### src/rtl/ddpc_pkg.sv
// Package for the differential drive PID controller.
// Holds field widths, control constants, register indexes and shared types.
// No dependencies.
package ddpc_pkg;

    // Port and field widths
    localparam int CFG_IDX_W  = 3;
    localparam int CFG_DATA_W = 16;
    localparam int BASE_W     = 12;
    localparam int GAIN_W     = 16;
    localparam int SPEED_W    = 16;
    localparam int PWM_W      = 14;

    // Shared multiply-accumulate unit widths
    localparam int MUL_W  = 26;
    localparam int PROD_W = 2 * MUL_W;
    localparam int ACC_W  = PROD_W + 2;

    // Register indexes
    localparam logic [CFG_IDX_W-1:0] CFG_BASE_SPEED   = 3'd0;
    localparam logic [CFG_IDX_W-1:0] CFG_SPEED_KP     = 3'd1;
    localparam logic [CFG_IDX_W-1:0] CFG_SPEED_KI     = 3'd2;
    localparam logic [CFG_IDX_W-1:0] CFG_SPEED_KD     = 3'd3;
    localparam logic [CFG_IDX_W-1:0] CFG_STEER_KP     = 3'd4;
    localparam logic [CFG_IDX_W-1:0] CFG_STEER_KD     = 3'd5;
    localparam logic [CFG_IDX_W-1:0] CFG_STEER_ENABLE = 3'd6;
    localparam logic [CFG_IDX_W-1:0] CFG_DRIVE_ENABLE = 3'd7;

    // Register reset values
    localparam logic [GAIN_W-1:0] SPEED_KP_RST = 16'd250;
    localparam logic [GAIN_W-1:0] SPEED_KD_RST = 16'd40;
    localparam logic [GAIN_W-1:0] STEER_KP_RST = 16'd2048;
    localparam logic [GAIN_W-1:0] STEER_KD_RST = 16'd6400;

    // Control constants
    localparam logic signed [PWM_W-1:0] DEADBAND = 14'sd3500;
    localparam logic signed [PWM_W-1:0] OUT_MIN  = -14'sd4000;
    localparam logic signed [PWM_W-1:0] OUT_MAX  = 14'sd7199;
    localparam logic signed [PWM_W-1:0] SLEW     = 14'sd800;
    localparam logic signed [10:0]      INT_LIM  = 11'sd800;

    // Turn factor cap (8.0 in Q16) and the magnitude at which it is reached
    localparam logic [19:0] K_CAP   = 20'd524288;
    localparam logic [31:0] MAG_CAP = 32'd800;
    // Inner scale floor (-0.3 in Q16)
    localparam logic signed [17:0] INNER_FLOOR = -18'sd19660;
    localparam logic [21:0]        Q16_ONE     = 22'd65536;

    // Reciprocals: x/25 exact for x < 2^24 with shift 29, y/5 exact for y < 2^21 with shift 24
    localparam logic [MUL_W-1:0] RECIP_25 = 26'd21474837;
    localparam logic [MUL_W-1:0] RECIP_5  = 26'd3355444;

    typedef struct packed {
        logic [BASE_W-1:0] base_speed;
        logic [GAIN_W-1:0] speed_kp;
        logic [GAIN_W-1:0] speed_ki;
        logic [GAIN_W-1:0] speed_kd;
        logic [GAIN_W-1:0] steer_kp;
        logic [GAIN_W-1:0] steer_kd;
        logic              steer_enable;
        logic              drive_enable;
    } cfg_t;

    typedef struct packed {
        logic issue;   // start a multiply this cycle
        logic first;   // product starts a new sum
    } mac_ctl_t;

endpackage

### src/rtl/ddpc_cfg.sv
// Configuration register file of the differential drive PID controller.
// Depends on ddpc_pkg for register indexes, reset values and cfg_t.
module ddpc_cfg
    import ddpc_pkg::*;
(
    input  logic                  clk,
    input  logic                  rst_n,
    input  logic                  cfg_we,
    input  logic [CFG_IDX_W-1:0]  cfg_index,
    input  logic [CFG_DATA_W-1:0] cfg_data,
    output cfg_t                  cfg
);

    cfg_t cfg_reg;

    // Write one register per enabled cycle
    always_ff @(posedge clk or negedge rst_n)
    begin
        if (!rst_n)
        begin
            cfg_reg.base_speed   <= '0;
            cfg_reg.speed_kp     <= SPEED_KP_RST;
            cfg_reg.speed_ki     <= '0;
            cfg_reg.speed_kd     <= SPEED_KD_RST;
            cfg_reg.steer_kp     <= STEER_KP_RST;
            cfg_reg.steer_kd     <= STEER_KD_RST;
            cfg_reg.steer_enable <= 1'b0;
            cfg_reg.drive_enable <= 1'b1;
        end
        else if (cfg_we)
        begin
            case (cfg_index)
                CFG_BASE_SPEED:   cfg_reg.base_speed   <= cfg_data[BASE_W-1:0];
                CFG_SPEED_KP:     cfg_reg.speed_kp     <= cfg_data[GAIN_W-1:0];
                CFG_SPEED_KI:     cfg_reg.speed_ki     <= cfg_data[GAIN_W-1:0];
                CFG_SPEED_KD:     cfg_reg.speed_kd     <= cfg_data[GAIN_W-1:0];
                CFG_STEER_KP:     cfg_reg.steer_kp     <= cfg_data[GAIN_W-1:0];
                CFG_STEER_KD:     cfg_reg.steer_kd     <= cfg_data[GAIN_W-1:0];
                CFG_STEER_ENABLE: cfg_reg.steer_enable <= cfg_data[0];
                CFG_DRIVE_ENABLE: cfg_reg.drive_enable <= cfg_data[0];
                default:          cfg_reg.drive_enable <= cfg_reg.drive_enable;
            endcase
        end
    end

    assign cfg = cfg_reg;

endmodule

### src/rtl/ddpc_mac.sv
// Shared multiply-accumulate unit: registered product, then registered sum.
// An issued product passes through prod_reg and then acc_reg before it is visible on acc.
// Depends on ddpc_pkg for widths and mac_ctl_t.
module ddpc_mac
    import ddpc_pkg::*;
(
    input  logic                    clk,
    input  logic                    rst_n,
    input  mac_ctl_t                ctl,
    input  logic signed [MUL_W-1:0] a,
    input  logic signed [MUL_W-1:0] b,
    output logic signed [ACC_W-1:0] acc
);

    logic signed [PROD_W-1:0] prod_reg;
    logic signed [ACC_W-1:0]  acc_reg;
    logic                     p_vld_reg;
    logic                     p_first_reg;

    // Track which product stage holds a live product
    always_ff @(posedge clk or negedge rst_n)
    begin
        if (!rst_n)
        begin
            p_vld_reg   <= 1'b0;
            p_first_reg <= 1'b0;
        end
        else
        begin
            p_vld_reg   <= ctl.issue;
            p_first_reg <= ctl.first;
        end
    end

    // Multiply, then fold the product into the running sum
    always_ff @(posedge clk)
    begin
        if (ctl.issue)
        begin
            prod_reg <= a * b;
        end
        if (p_vld_reg)
        begin
            acc_reg <= (p_first_reg ? '0 : acc_reg) + ACC_W'(prod_reg);
        end
    end

    assign acc = acc_reg;

endmodule

### src/rtl/differential_drive_pid_controller.sv
// Differential drive controller: steering PD feeding two wheel speed PIDs.
// Steering on runs the steering steps first; a zero target skips that wheel's PID, and run
// low goes straight to the result; a stalled result holds the sequencer. A new word is taken
// only once the last result is loaded, as one shared multiplier is walked through up to 12
// products. Reset: asynchronous, active low; clears loop state, loads defaults.
// Depends on ddpc_pkg, ddpc_cfg and ddpc_mac.
module differential_drive_pid_controller
    import ddpc_pkg::*;
(
    input  logic                     clk,
    input  logic                     rst_n,
    input  logic                     cfg_we,
    input  logic [CFG_IDX_W-1:0]     cfg_index,
    input  logic [CFG_DATA_W-1:0]    cfg_data,
    input  logic                     in_valid,
    output logic                     in_ready,
    input  logic                     run,
    input  logic signed [SPEED_W-1:0] line_error,
    input  logic signed [SPEED_W-1:0] left_rate,
    input  logic signed [SPEED_W-1:0] right_rate,
    output logic                     out_valid,
    input  logic                     out_ready,
    output logic signed [PWM_W-1:0]  channel_a_pwm,
    output logic signed [PWM_W-1:0]  channel_b_pwm,
    output logic                     pwm_valid
);

    // Sequencer states, in issue order
    localparam logic [4:0] S_IDLE = 5'd0;
    localparam logic [4:0] S_ST1  = 5'd1;
    localparam logic [4:0] S_ST2  = 5'd2;
    localparam logic [4:0] S_ST3  = 5'd3;
    localparam logic [4:0] S_ST4  = 5'd4;
    localparam logic [4:0] S_K1   = 5'd5;
    localparam logic [4:0] S_K2   = 5'd6;
    localparam logic [4:0] S_K3   = 5'd7;
    localparam logic [4:0] S_K4   = 5'd8;
    localparam logic [4:0] S_K5   = 5'd9;
    localparam logic [4:0] S_K6   = 5'd10;
    localparam logic [4:0] S_K7   = 5'd11;
    localparam logic [4:0] S_K8   = 5'd12;
    localparam logic [4:0] S_K9   = 5'd13;
    localparam logic [4:0] S_P1   = 5'd14;
    localparam logic [4:0] S_P2   = 5'd15;
    localparam logic [4:0] S_P3   = 5'd16;
    localparam logic [4:0] S_P4   = 5'd17;
    localparam logic [4:0] S_P5   = 5'd18;
    localparam logic [4:0] S_P6   = 5'd19;
    localparam logic [4:0] S_P7   = 5'd20;
    localparam logic [4:0] S_DONE = 5'd21;

    localparam logic signed [ACC_W-1:0] DB_HI   = ACC_W'(3699);
    localparam logic signed [ACC_W-1:0] DB_LO   = -ACC_W'(500);
    localparam logic signed [19:0]      ERR_MAX = 20'sd131071;
    localparam logic signed [19:0]      ERR_MIN = -20'sd131072;

    cfg_t                    cfg;
    mac_ctl_t                mac_ctl;
    logic signed [MUL_W-1:0] mac_a;
    logic signed [MUL_W-1:0] mac_b;
    logic signed [ACC_W-1:0] acc;

    logic [4:0] state_reg;
    logic       wheel_reg;
    logic       pv_reg;

    // Loop state
    logic signed [31:0]      steer_out_reg;
    logic signed [16:0]      steer_prev_reg;
    logic signed [10:0]      left_integral_reg;
    logic signed [10:0]      right_integral_reg;
    logic signed [17:0]      left_prev_reg;
    logic signed [17:0]      right_prev_reg;
    logic signed [PWM_W-1:0] left_ramp_reg;
    logic signed [PWM_W-1:0] right_ramp_reg;

    // Per-word working registers
    logic signed [16:0]        e_reg;
    logic signed [SPEED_W-1:0] lspd_reg;
    logic signed [SPEED_W-1:0] rspd_reg;
    logic [19:0]               k_reg;
    logic signed [17:0]        inner_reg;
    logic signed [18:0]        outer_t_reg;
    logic signed [18:0]        ltgt_reg;
    logic signed [18:0]        rtgt_reg;
    logic signed [17:0]        err_reg;
    logic signed [18:0]        diff_reg;
    logic signed [PWM_W-1:0]   pid_reg;

    // Output register
    logic                    out_valid_reg;
    logic signed [PWM_W-1:0] ch_a_reg;
    logic signed [PWM_W-1:0] ch_b_reg;
    logic                    pwm_valid_reg;

    logic accept;
    logic out_load;

    ddpc_cfg u_cfg (
        .clk       (clk),
        .rst_n     (rst_n),
        .cfg_we    (cfg_we),
        .cfg_index (cfg_index),
        .cfg_data  (cfg_data),
        .cfg       (cfg)
    );

    ddpc_mac u_mac (
        .clk   (clk),
        .rst_n (rst_n),
        .ctl   (mac_ctl),
        .a     (mac_a),
        .b     (mac_b),
        .acc   (acc)
    );

    assign in_ready = (state_reg == S_IDLE);
    assign accept   = in_valid && in_ready;
    assign out_load = (state_reg == S_DONE) && (!out_valid_reg || out_ready);

    // Steering arithmetic
    logic signed [17:0]      e_diff;
    logic signed [ACC_W-1:0] steer_rnd;
    logic signed [31:0]      steer_new;
    logic [31:0]             steer_mag;
    logic                    mag_big;
    logic [23:0]             mag_x;
    logic [19:0]             k_calc;
    logic [21:0]             k3;
    logic [19:0]             q5;
    logic signed [20:0]      inner_raw;
    logic signed [17:0]      inner_next;
    logic [21:0]             outer_scale;
    logic signed [ACC_W-1:0] inner_rnd;
    logic signed [18:0]      inner_t;

    assign e_diff    = {e_reg[16], e_reg} - {steer_prev_reg[16], steer_prev_reg};
    assign steer_rnd = acc + $signed({{(ACC_W-8){1'b0}}, {8{acc[ACC_W-1]}}});
    assign steer_new = steer_rnd[39:8];
    assign steer_mag = steer_out_reg[31] ? 32'(-steer_out_reg) : 32'(steer_out_reg);
    assign mag_big   = (steer_mag >= MAG_CAP);
    assign mag_x     = {steer_mag[9:0], 14'd0};
    assign k_calc    = mag_big ? K_CAP : {1'b0, acc[47:29]};
    assign k3        = {2'b00, k_reg} + {1'b0, k_reg, 1'b0};
    assign q5        = acc[43:24];
    assign inner_raw = 21'sd65536 - $signed({1'b0, q5});
    assign inner_next = (inner_raw < 21'(INNER_FLOOR)) ? INNER_FLOOR : inner_raw[17:0];
    assign outer_scale = Q16_ONE + {k_reg, 2'b00};
    assign inner_rnd = acc + $signed({{(ACC_W-16){1'b0}}, {16{acc[ACC_W-1]}}});
    assign inner_t   = inner_rnd[34:16];

    // Wheel PID arithmetic, on the wheel in turn
    logic signed [18:0]        tgt_cur;
    logic signed [SPEED_W-1:0] meas_cur;
    logic signed [10:0]        integ_cur;
    logic signed [17:0]        prev_cur;
    logic signed [PWM_W-1:0]   ramp_cur;
    logic signed [19:0]        d20;
    logic signed [17:0]        err_sat;
    logic signed [18:0]        isum;
    logic signed [10:0]        integ_next;
    logic signed [PWM_W-1:0]   acc_lo;
    logic signed [PWM_W-1:0]   pid_next;
    logic signed [PWM_W-1:0]   ramp_next;
    logic                      tgt_zero;

    assign tgt_cur   = wheel_reg ? rtgt_reg : ltgt_reg;
    assign meas_cur  = wheel_reg ? rspd_reg : lspd_reg;
    assign integ_cur = wheel_reg ? right_integral_reg : left_integral_reg;
    assign prev_cur  = wheel_reg ? right_prev_reg : left_prev_reg;
    assign ramp_cur  = wheel_reg ? right_ramp_reg : left_ramp_reg;
    assign tgt_zero  = (tgt_cur == '0);

    assign d20 = {tgt_cur[18], tgt_cur} - {{4{meas_cur[SPEED_W-1]}}, meas_cur};

    // Saturate the speed error, then the integral
    always_comb
    begin
        if (d20 > ERR_MAX)
        begin
            err_sat = ERR_MAX[17:0];
        end
        else if (d20 < ERR_MIN)
        begin
            err_sat = ERR_MIN[17:0];
        end
        else
        begin
            err_sat = d20[17:0];
        end
        isum = {{8{integ_cur[10]}}, integ_cur} + {err_sat[17], err_sat};
        if (isum > 19'(INT_LIM))
        begin
            integ_next = INT_LIM;
        end
        else if (isum < -19'(INT_LIM))
        begin
            integ_next = -INT_LIM;
        end
        else
        begin
            integ_next = isum[10:0];
        end
    end

    // Deadband offset and output clamp
    assign acc_lo = acc[PWM_W-1:0];
    always_comb
    begin
        if (acc > DB_HI)
        begin
            pid_next = OUT_MAX;
        end
        else if (!acc[ACC_W-1] && (acc != '0))
        begin
            pid_next = acc_lo + DEADBAND;
        end
        else if (acc == '0)
        begin
            pid_next = '0;
        end
        else if (acc < DB_LO)
        begin
            pid_next = OUT_MIN;
        end
        else
        begin
            pid_next = acc_lo - DEADBAND;
        end
    end

    // Slew the ramp one step towards the PID output
    always_comb
    begin
        if (ramp_cur < pid_reg)
        begin
            ramp_next = ramp_cur + SLEW;
        end
        else if (ramp_cur > pid_reg)
        begin
            ramp_next = ramp_cur - SLEW;
        end
        else
        begin
            ramp_next = ramp_cur;
        end
    end

    // Select multiplier operands for the current step
    always_comb
    begin
        mac_ctl = '0;
        mac_a   = '0;
        mac_b   = '0;
        case (state_reg)
            S_ST1:
            begin
                mac_ctl = '{issue: 1'b1, first: 1'b1};
                mac_a   = $signed({{(MUL_W-GAIN_W){1'b0}}, cfg.steer_kp});
                mac_b   = MUL_W'(e_reg);
            end
            S_ST2:
            begin
                mac_ctl = '{issue: 1'b1, first: 1'b0};
                mac_a   = $signed({{(MUL_W-GAIN_W){1'b0}}, cfg.steer_kd});
                mac_b   = MUL_W'(e_diff);
            end
            S_K1:
            begin
                mac_ctl = '{issue: 1'b1, first: 1'b1};
                mac_a   = $signed({2'b00, mag_x});
                mac_b   = $signed(RECIP_25);
            end
            S_K4:
            begin
                mac_ctl = '{issue: 1'b1, first: 1'b1};
                mac_a   = $signed({4'b0000, k3});
                mac_b   = $signed(RECIP_5);
            end
            S_K5:
            begin
                mac_ctl = '{issue: 1'b1, first: 1'b1};
                mac_a   = $signed({{(MUL_W-BASE_W){1'b0}}, cfg.base_speed});
                mac_b   = $signed({4'b0000, outer_scale});
            end
            S_K7:
            begin
                mac_ctl = '{issue: 1'b1, first: 1'b1};
                mac_a   = $signed({{(MUL_W-BASE_W){1'b0}}, cfg.base_speed});
                mac_b   = MUL_W'(inner_reg);
            end
            S_P2:
            begin
                mac_ctl = '{issue: 1'b1, first: 1'b1};
                mac_a   = $signed({{(MUL_W-GAIN_W){1'b0}}, cfg.speed_kp});
                mac_b   = MUL_W'(err_reg);
            end
            S_P3:
            begin
                mac_ctl = '{issue: 1'b1, first: 1'b0};
                mac_a   = $signed({{(MUL_W-GAIN_W){1'b0}}, cfg.speed_ki});
                mac_b   = MUL_W'(integ_cur);
            end
            S_P4:
            begin
                mac_ctl = '{issue: 1'b1, first: 1'b0};
                mac_a   = $signed({{(MUL_W-GAIN_W){1'b0}}, cfg.speed_kd});
                mac_b   = MUL_W'(diff_reg);
            end
            default:
            begin
                mac_ctl = '0;
            end
        endcase
    end

    // Sequencer and loop state
    always_ff @(posedge clk or negedge rst_n)
    begin
        if (!rst_n)
        begin
            state_reg          <= S_IDLE;
            wheel_reg          <= 1'b0;
            pv_reg             <= 1'b0;
            steer_out_reg      <= '0;
            steer_prev_reg     <= '0;
            left_integral_reg  <= '0;
            right_integral_reg <= '0;
            left_prev_reg      <= '0;
            right_prev_reg     <= '0;
            left_ramp_reg      <= '0;
            right_ramp_reg     <= '0;
        end
        else
        begin
            case (state_reg)
                S_IDLE:
                begin
                    if (accept)
                    begin
                        wheel_reg <= 1'b0;
                        if (!run)
                        begin
                            left_ramp_reg  <= '0;
                            right_ramp_reg <= '0;
                            pv_reg         <= 1'b1;
                            state_reg      <= S_DONE;
                        end
                        else
                        begin
                            state_reg <= cfg.steer_enable ? S_ST1 : S_K1;
                        end
                    end
                end
                S_ST4:
                begin
                    steer_out_reg  <= steer_new;
                    steer_prev_reg <= e_reg;
                    state_reg      <= S_K1;
                end
                S_P1:
                begin
                    // Zero target clears this wheel's loop and skips the PID
                    if (wheel_reg)
                    begin
                        right_integral_reg <= tgt_zero ? '0 : integ_next;
                        right_prev_reg     <= tgt_zero ? '0 : err_sat;
                    end
                    else
                    begin
                        left_integral_reg <= tgt_zero ? '0 : integ_next;
                        left_prev_reg     <= tgt_zero ? '0 : err_sat;
                    end
                    state_reg <= tgt_zero ? S_P7 : S_P2;
                end
                S_P7:
                begin
                    if (wheel_reg)
                    begin
                        right_ramp_reg <= ramp_next;
                        pv_reg         <= cfg.drive_enable;
                        state_reg      <= S_DONE;
                    end
                    else
                    begin
                        left_ramp_reg <= ramp_next;
                        wheel_reg     <= 1'b1;
                        state_reg     <= S_P1;
                    end
                end
                S_DONE:
                begin
                    if (out_load)
                    begin
                        state_reg <= S_IDLE;
                    end
                end
                default:
                begin
                    state_reg <= state_reg + 5'd1;
                end
            endcase
        end
    end

    // Working registers for the word in progress
    always_ff @(posedge clk)
    begin
        case (state_reg)
            S_IDLE:
            begin
                if (accept)
                begin
                    e_reg    <= -{line_error[SPEED_W-1], line_error};
                    lspd_reg <= left_rate;
                    rspd_reg <= right_rate;
                end
            end
            S_K3:    k_reg       <= k_calc;
            S_K6:    inner_reg   <= inner_next;
            S_K7:    outer_t_reg <= {1'b0, acc[33:16]};
            S_K9:
            begin
                // Left wheel is inner for a non-negative steering output
                if (steer_out_reg[31])
                begin
                    ltgt_reg <= outer_t_reg;
                    rtgt_reg <= inner_t;
                end
                else
                begin
                    ltgt_reg <= inner_t;
                    rtgt_reg <= outer_t_reg;
                end
            end
            S_P1:
            begin
                err_reg  <= err_sat;
                diff_reg <= {err_sat[17], err_sat} - {prev_cur[17], prev_cur};
                if (tgt_zero)
                begin
                    pid_reg <= '0;
                end
            end
            S_P6:    pid_reg     <= pid_next;
            default: pid_reg     <= pid_reg;
        endcase
    end

    // Output register: hold until taken
    always_ff @(posedge clk or negedge rst_n)
    begin
        if (!rst_n)
        begin
            out_valid_reg <= 1'b0;
        end
        else if (out_load)
        begin
            out_valid_reg <= 1'b1;
        end
        else if (out_ready)
        begin
            out_valid_reg <= 1'b0;
        end
    end

    always_ff @(posedge clk)
    begin
        if (out_load)
        begin
            ch_a_reg      <= right_ramp_reg;
            ch_b_reg      <= left_ramp_reg;
            pwm_valid_reg <= pv_reg;
        end
    end

    assign out_valid     = out_valid_reg;
    assign channel_a_pwm = ch_a_reg;
    assign channel_b_pwm = ch_b_reg;
    assign pwm_valid     = pwm_valid_reg;

    // A new word is never taken in the cycle after one was taken
    a_busy_after_accept: assert property (@(posedge clk) disable iff (!rst_n)
        accept |=> !in_ready)
        else $error("input taken twice in a row");

    // Integrators stay inside their clamp
    a_integ_range: assert property (@(posedge clk) disable iff (!rst_n)
        (left_integral_reg <= INT_LIM) && (left_integral_reg >= -INT_LIM) &&
        (right_integral_reg <= INT_LIM) && (right_integral_reg >= -INT_LIM))
        else $error("integrator outside clamp");

    // Left ramp moves by one slew step, holds, or clears
    a_left_slew: assert property (@(posedge clk) disable iff (!rst_n)
        1'b1 |=> (left_ramp_reg == $past(left_ramp_reg)) || (left_ramp_reg == '0) ||
                 (left_ramp_reg == $past(left_ramp_reg) + SLEW) ||
                 (left_ramp_reg == $past(left_ramp_reg) - SLEW))
        else $error("left ramp jumped");

    // Right ramp moves by one slew step, holds, or clears
    a_right_slew: assert property (@(posedge clk) disable iff (!rst_n)
        1'b1 |=> (right_ramp_reg == $past(right_ramp_reg)) || (right_ramp_reg == '0) ||
                 (right_ramp_reg == $past(right_ramp_reg) + SLEW) ||
                 (right_ramp_reg == $past(right_ramp_reg) - SLEW))
        else $error("right ramp jumped");

    // A result only appears after the sequencer finished a word
    a_out_from_done: assert property (@(posedge clk) disable iff (!rst_n)
        $rose(out_valid_reg) |-> $past(state_reg == S_DONE))
        else $error("result raised outside done state");

endmodule
### config.mk
export PLATFORM = sky130hd
export DESIGN_NAME = differential_drive_pid_controller
export DESIGN_NICKNAME = d
export VERILOG_FILES = /design/src/rtl/ddpc_pkg.sv /design/src/rtl/ddpc_cfg.sv /design/src/rtl/ddpc_mac.sv /design/src/rtl/differential_drive_pid_controller.sv
export SDC_FILE = /design/constraint.sdc
export NUM_CORES = 2
export LEC_CHECK = 0
export BUFFER_PORTS_ARGS = -buffer_cell sky130_fd_sc_hd__buf_4
export CORE_MARGIN = 8
export CORE_UTILIZATION = 35
export CTS_CLUSTER_DIAMETER = 120
export DETAILED_ROUTE_END_ITERATION = 12
export PLACE_DENSITY = 0.51
export SLEW_MARGIN = 20
export SYNTH_ARGS = -nofsm -noshare
export SYNTH_HDL_FRONTEND = slang
export SYNTH_SLANG_ARGS = --single-unit
### constraint.sdc
create_clock -name clk -period 10.38 [get_ports clk]
set_input_delay 1.038 -clock clk [delete_from_list [all_inputs] [get_ports clk]]
set_output_delay 1.038 -clock clk [all_outputs]
set_load 0.02 [all_outputs]
Yosys cells after proc, flatten, opt, wreduce, memory -nomap -nowiden
Index checks and enable logic that the tools add are counted.
W data, S select, Z words.
Word-level totals
  register bits after elaboration: 568
  bits of input ports: 73
  output and inout bits: 31
  logic and storage cells: 181
Cells by class
  $add $sub $neg: 17
  multiply operators: 1
  $lt $le $gt $ge: 10
  equality and inequality tests: 30
  mux-type cells: 48
  bitwise operators: 1
  reduce and logical (&&, ||, !) cells: 33
Operator list (number)
  $pmux W26 S9: 1
  $pmux W24 S8: 1
  $mux W14: 12
  $mux W18: 6
  $pmux W14 S2: 3
  $add A54 B54 Y54: 1
  $gt A54 B13 Y1 const B: 1
  $logic_not A54 Y1: 1
  $lt A54 B10 Y1 const B: 1
  $mux W54: 1
  $reduce_bool A54 Y1: 1
  $mul A25 B26 Y51: 1
  $mux W11: 4
  $add A40 B9 Y40: 1
  $add A35 B17 Y35: 1
  $eq A5 B4 Y1 const B: 7
  $ge A32 B10 Y1 const B: 1
  $mux W32: 1
  $neg A32 Y32: 1
  $reduce_and A2 Y1: 14
  $eq A5 B5 Y1 const B: 5
  $mux W5: 5
  $pmux W5 S5: 1
  $add A17 B22 Y22 const A: 1
  46 further kinds: 68

Depth between registers and ports, before layout
  word-level depth: 10
  depth in mapped cells: 39
  gate-level depth less buffers: 38

By module
From an unflattened synthesis, not the netlist that was laid out.
Second synthesis, totals
  cells, all modules: 5963
  area, all modules: 58529.9 µm²
Modules (own cells, without submodules)
  ddpc_mac: instances 1, cells an instance 3250, area each 30815.8 µm², sequential area each 3233.1 µm²
  differential_drive_pid_controller: instances 1, cells an instance 2505, area each 24074.3 µm², sequential area each 10274.9 µm²
  ddpc_cfg: instances 1, cells an instance 208, area each 3639.7 µm², sequential area each 2368.5 µm²

Worst setup path after synthesis
Ideal clock, no wire load.
  path kind: register to register
  start: register k_reg[1]
  end: register u_mac.prod_reg[49] (data pin)
  setup time: 0.264 ns
  data arrival time: 9.552 ns
  required time: 10.116 ns
  setup slack: 0.564 ns
  stages on the path, launching flop included: 34
  buffers on the path: 0
  clock period less this slack: 9.816 ns
  path through: edfxtp_1 > ha_1 > fa_1 > a21o_1 > a21oi_1 > o21ai_0 > nor3b_1 > o31a_1 > o2111ai_1 > a31oi_1 > a221oi_1 > inv_1 > nand2_1 > fa_1 > fa_1 > inv_1 > fa_1 > fa_1 > fa_1 > fa_1 > inv_1 > fa_1 > inv_1 > ha_1 > a21o_1 > a21o_1 > a221o_1 > a211o_1 > o311ai_1 > o21ai_1 > a21o_1 > o31a_1 > a221oi_1 > xnor2_1
Between the ends
  longest elaborated chain between the ends: 3
  elaborated cells between the ends (all ways): 5
  those cells by class: add/sub: 2; mul: 1; mux: 2
Ends and longest elaborated chain
  from (decl): RTL line differential_drive_pid_controller.sv:81  | logic [19:0] k_reg;
  from (signal assigned): RTL line differential_drive_pid_controller.sv:419  | S_K3: k_reg <= k_calc;
  $add A17 B22 Y22 or $add A20 B21 Y22 (tied branches): RTL line differential_drive_pid_controller.sv:148, differential_drive_pid_controller.sv:144
  $pmux W26 S9 or $pmux W24 S8 (tied branches): RTL line differential_drive_pid_controller.sv:255  | case (state_reg)
  $mul A25 B26 Y51 *: RTL line ddpc_mac.sv:40  | prod_reg <= a * b;
  to (signal assigned): RTL line ddpc_mac.sv:40
  to (decl): RTL line ddpc_mac.sv:15  | logic signed [PROD_W-1:0] prod_reg;
Mark *: on every way between the ends. The rest lies on a longest branch, timed or not.
A chain may end at the register's enable or synchronous reset.

Worst setup path after layout
  start: register steer_prev_reg[0]
  end: register u_mac.prod_reg[49] (data pin)
Between the ends
  longest elaborated chain between the ends: 3
Ends and longest elaborated chain
  from (decl): RTL line differential_drive_pid_controller.sv:69  | logic signed [16:0] steer_prev_reg;
  from (signal assigned): RTL line differential_drive_pid_controller.sv:358  | steer_prev_reg <= e_reg;
  $sub A17 B17 Y18: RTL line differential_drive_pid_controller.sv:137  | assign e_diff = {e_reg[16], e_reg} - {steer_prev_reg[16], steer_prev_reg};
  $pmux W26 S9: RTL line differential_drive_pid_controller.sv:255
  $mul A25 B26 Y51: RTL line ddpc_mac.sv:40
No other way between the ends.

==> impl_results.md <==
- Hold slack: 0.285 ns
- DR pass1 iterations: 7
- Core Area: 160,000 sq um
- WL/cell: 21.9 um
- RD Place Congestion: 0.911
- Post-Synth Adder-Cell Area: 30.8%
- Top cell by count, worst path: fa_1
- Startpoint Class: flip-flop
- IO Port Bufs: 103
- TritonCTS buffer count: 69
- Post-Synth Simple-Gate Area: 13.3%
- Status: completed
- Seq/Total Area, Yosys: 28.1%
- Synthesis-to-finish area growth: 11.7%
- Final ANT Viol Nets: 0
- Remaining DRCs: 0
- Max reg flops: 94
- Final Hold Viols: 0
- I/O pin count: 104
- Post-synth cell types: 95
- Multi-input combinational cell area: 36,200 sq um
- Die width: 417 um
- Arrival time worst endpoint: 10.41 ns
- Worst slew pin tran: 0.980 ns
- Initial detailed-routing violation count: 3,170
- Layout cells sized above 1: 11.3%
- Overflow after GRT: 0
- Worst path max stage delay: 0.55 ns
- Most frequent cells in the layout: 960 x inv_1, 660 x fa_1, 571 x nand2_1, 358 x nor2_1, 332 x ha_1
- Top-area cell type share of the netlist area: 23.5%
- Slew Limit Fails: 0
- Netlist Area Pre-Place: 56,400 sq um
- Clock Tree Buf Depth: 3
- Worst rel slew slack: 34.6%
- # fillers: 16,000
- H-tree level count: 3
- Die area: 174,000 sq um
- Via density per instance: 5.23
- Final Skew: 0.0333 ns
- EDFF count, synth: 328
- Fin nets: 6,942
- CP max-delay cell: fa_1
- Reg2Reg Depth: 36
- Critical-path maximum fanout: 12
- Vias in the first global route: 43,500
- # rows: 147
- Clk sinks: 567
- Post-Syn Instances: 5,757
- Pin count of the biggest net entering global routing: 135
- CP Capture Type: flip-flop
- Hold WC Path Type: input pin to async pin
- Reg2reg start: steer_prev_reg[0]
- Global-route wire length before repair: 271,000 um
- Post-Route WL: 177,000 um
- Highest Clock Rate: 0.0998 GHz
- FF+latch area: 15,900 sq um
- Clk slew on worst S/H paths: 0.06 ns
- Crit Path Class: flip-flop to flip-flop
- Compound-Gate Fraction of Synth Area: 11.2%
- Root Driver: clkbuf_16
- Commonest non-fill, non-tap cell in the layout: inv_1
- Routed vias: 42,300
- Initial antenna violation count: 7
- Mux contribution to synthesized area: 4.36%
- Detailed placer's ending HPWL: 142,000 um
- Synth async-reset ratio: 42.2%
- Post-CTS Hold Fix Bufs: 0
- Final setup vio count: 0
- Mapped Nets: 6,823
- Combinational family with the most area after synthesis: adder cells
- Area leader, netlist: fa_1
- Die Height: 417 um
- Overall Global Routing Usage: 20.1%
- Synthesized flop and latch total: 567
- Top_reg_cell synth: edfxtp_1
- TritonCTS clock tree: yes
- Req. time, crit path: 10.77 ns
- Synth warnings: 0
- Worst-Skew Late Latency: 0.67 ns
- Worst reg2reg path endpoint: u_mac.prod_reg[49]
- Reg2Reg Setup Slack: 0.36 ns
- Top area cells in the synthesized netlist: fa_1 23%, edfxtp_1 17%, dfrtp_1 10%, ha_1 7.4%, inv_1 6.4%
- Period utilization: 96.5%
- Minimum clock period: 10.02 ns
- Avg Synthesized Cell Area: 9.80 sq um
- Starting Density: 35.2%
- Xor and xnor area share after synthesis: 4.19%
- Max_cap viols: 0
## worst max-delay path: cells and delay by family (launching register included)
family | cells | cell delay (ns)
xor gates and xnor gates | 1 | 0.09
AOI/OAI and AO/OA | 17 | 3.79
and+or+nand+nor | 2 | 0.30
DFF | 1 | 0.39
buffers and inverters | 6 | 0.60
adders and majority gates | 10 | 4.55
## worst max-delay path by stage
stage / startpoint / to / slack (ns) / cells after the start
detailed placement: k_reg[1] / u_mac.prod_reg[49] / 0.02 / 33
global route: e_reg[0] / u_mac.prod_reg[49] / -0.05 / 37
floorplan: k_reg[1] / u_mac.prod_reg[49] / 0.56 / 33
CTS: k_reg[1] / u_mac.prod_reg[49] / 0.04 / 33
finish: steer_prev_reg[0] / u_mac.prod_reg[49] / 0.36 / 36
global placement: k_reg[1] / u_mac.prod_reg[49] / 0.10 / 33
## kinds of logic (layout without fill, tap and decap cells)
logic type | count (synthesis) | in the layout
fa+ha+maj | 993 | 993
flops | 567 | 567
simple gates | 1572 | 1572
other cells | 0 | 2
compound gates | 934 | 934
xor+xnor | 270 | 270
mux | 224 | 224
buf+inv | 1197 | 1369
## stage by stage
step | setup WS [ns] | cell area, sq um | setup TNS (ns) | instances | utilization, %
3_5_place_dp | 0.0214 | 60500 | 0 | 7955 | 37.7
3_3_place_gp | 0.102 | 60500 | 0 | 7954 | 37.7
5_1_grt | -0.0524 | 63000 | -0.0580 | 8089 | 39.3
6_report | 0.363 | 63000 | 0 | 8091 | 39.3
2_1_floorplan | 0.564 | 56400 | 0 | 5757 | -
4_1_cts | 0.0365 | 62800 | 0 | 8079 | 39.1
## metal layers
| layer | vias up | wire length [um] | GRT usage (%) |
|---|---|---|---|
| li1 | 19400 | - | - |
| met1 | 21500 | 75700 | 26.9 |
| met2 | 1203 | 84700 | 33.5 |
| met3 | 272 | 10300 | 2.75 |
| met4 | 0 | 6580 | 6.94 |
| met5 | - | 0 | 0 |
## cell type report
cell class                 count  share of cell area (%)
multi-input combinational   3993                    57.5
sequential                   567                    25.2
inverter                     963                    5.74
tap                         2160                    4.29
timing repair buffer         282                    3.64
clock buffer                  86                    2.97
clock inverter                38                   0.642
antenna                        2                 0.00795
## Yosys cell counts (all sizes together), types with 90 or more instances
| library cell | instances |
|---|---|
| a21o | 105 |
| a21oi | 253 |
| and2 | 90 |
| clkbuf | 196 |
| dfrtp | 226 |
| edfxtp | 328 |
| fa | 661 |
| ha | 332 |
| inv | 962 |
| mux2 | 174 |
| nand2 | 572 |
| nor2 | 364 |
| nor2b | 110 |
| o21ai | 171 |
| xnor2 | 173 |
| xor2 | 97 |
## what timing repair did
action                                 CTS  global route
pin swaps                                0             3
buffers inserted                         0             8
gates cloned                             0             1
gates resized for setup                  1            25
endpoints found under the hold margin    0             0
setup endpoints to repair                1            13
Power is left out: the tool's default activity adds up to more than one toggle a clock period on the data nets, which glitch-free logic cannot reach.
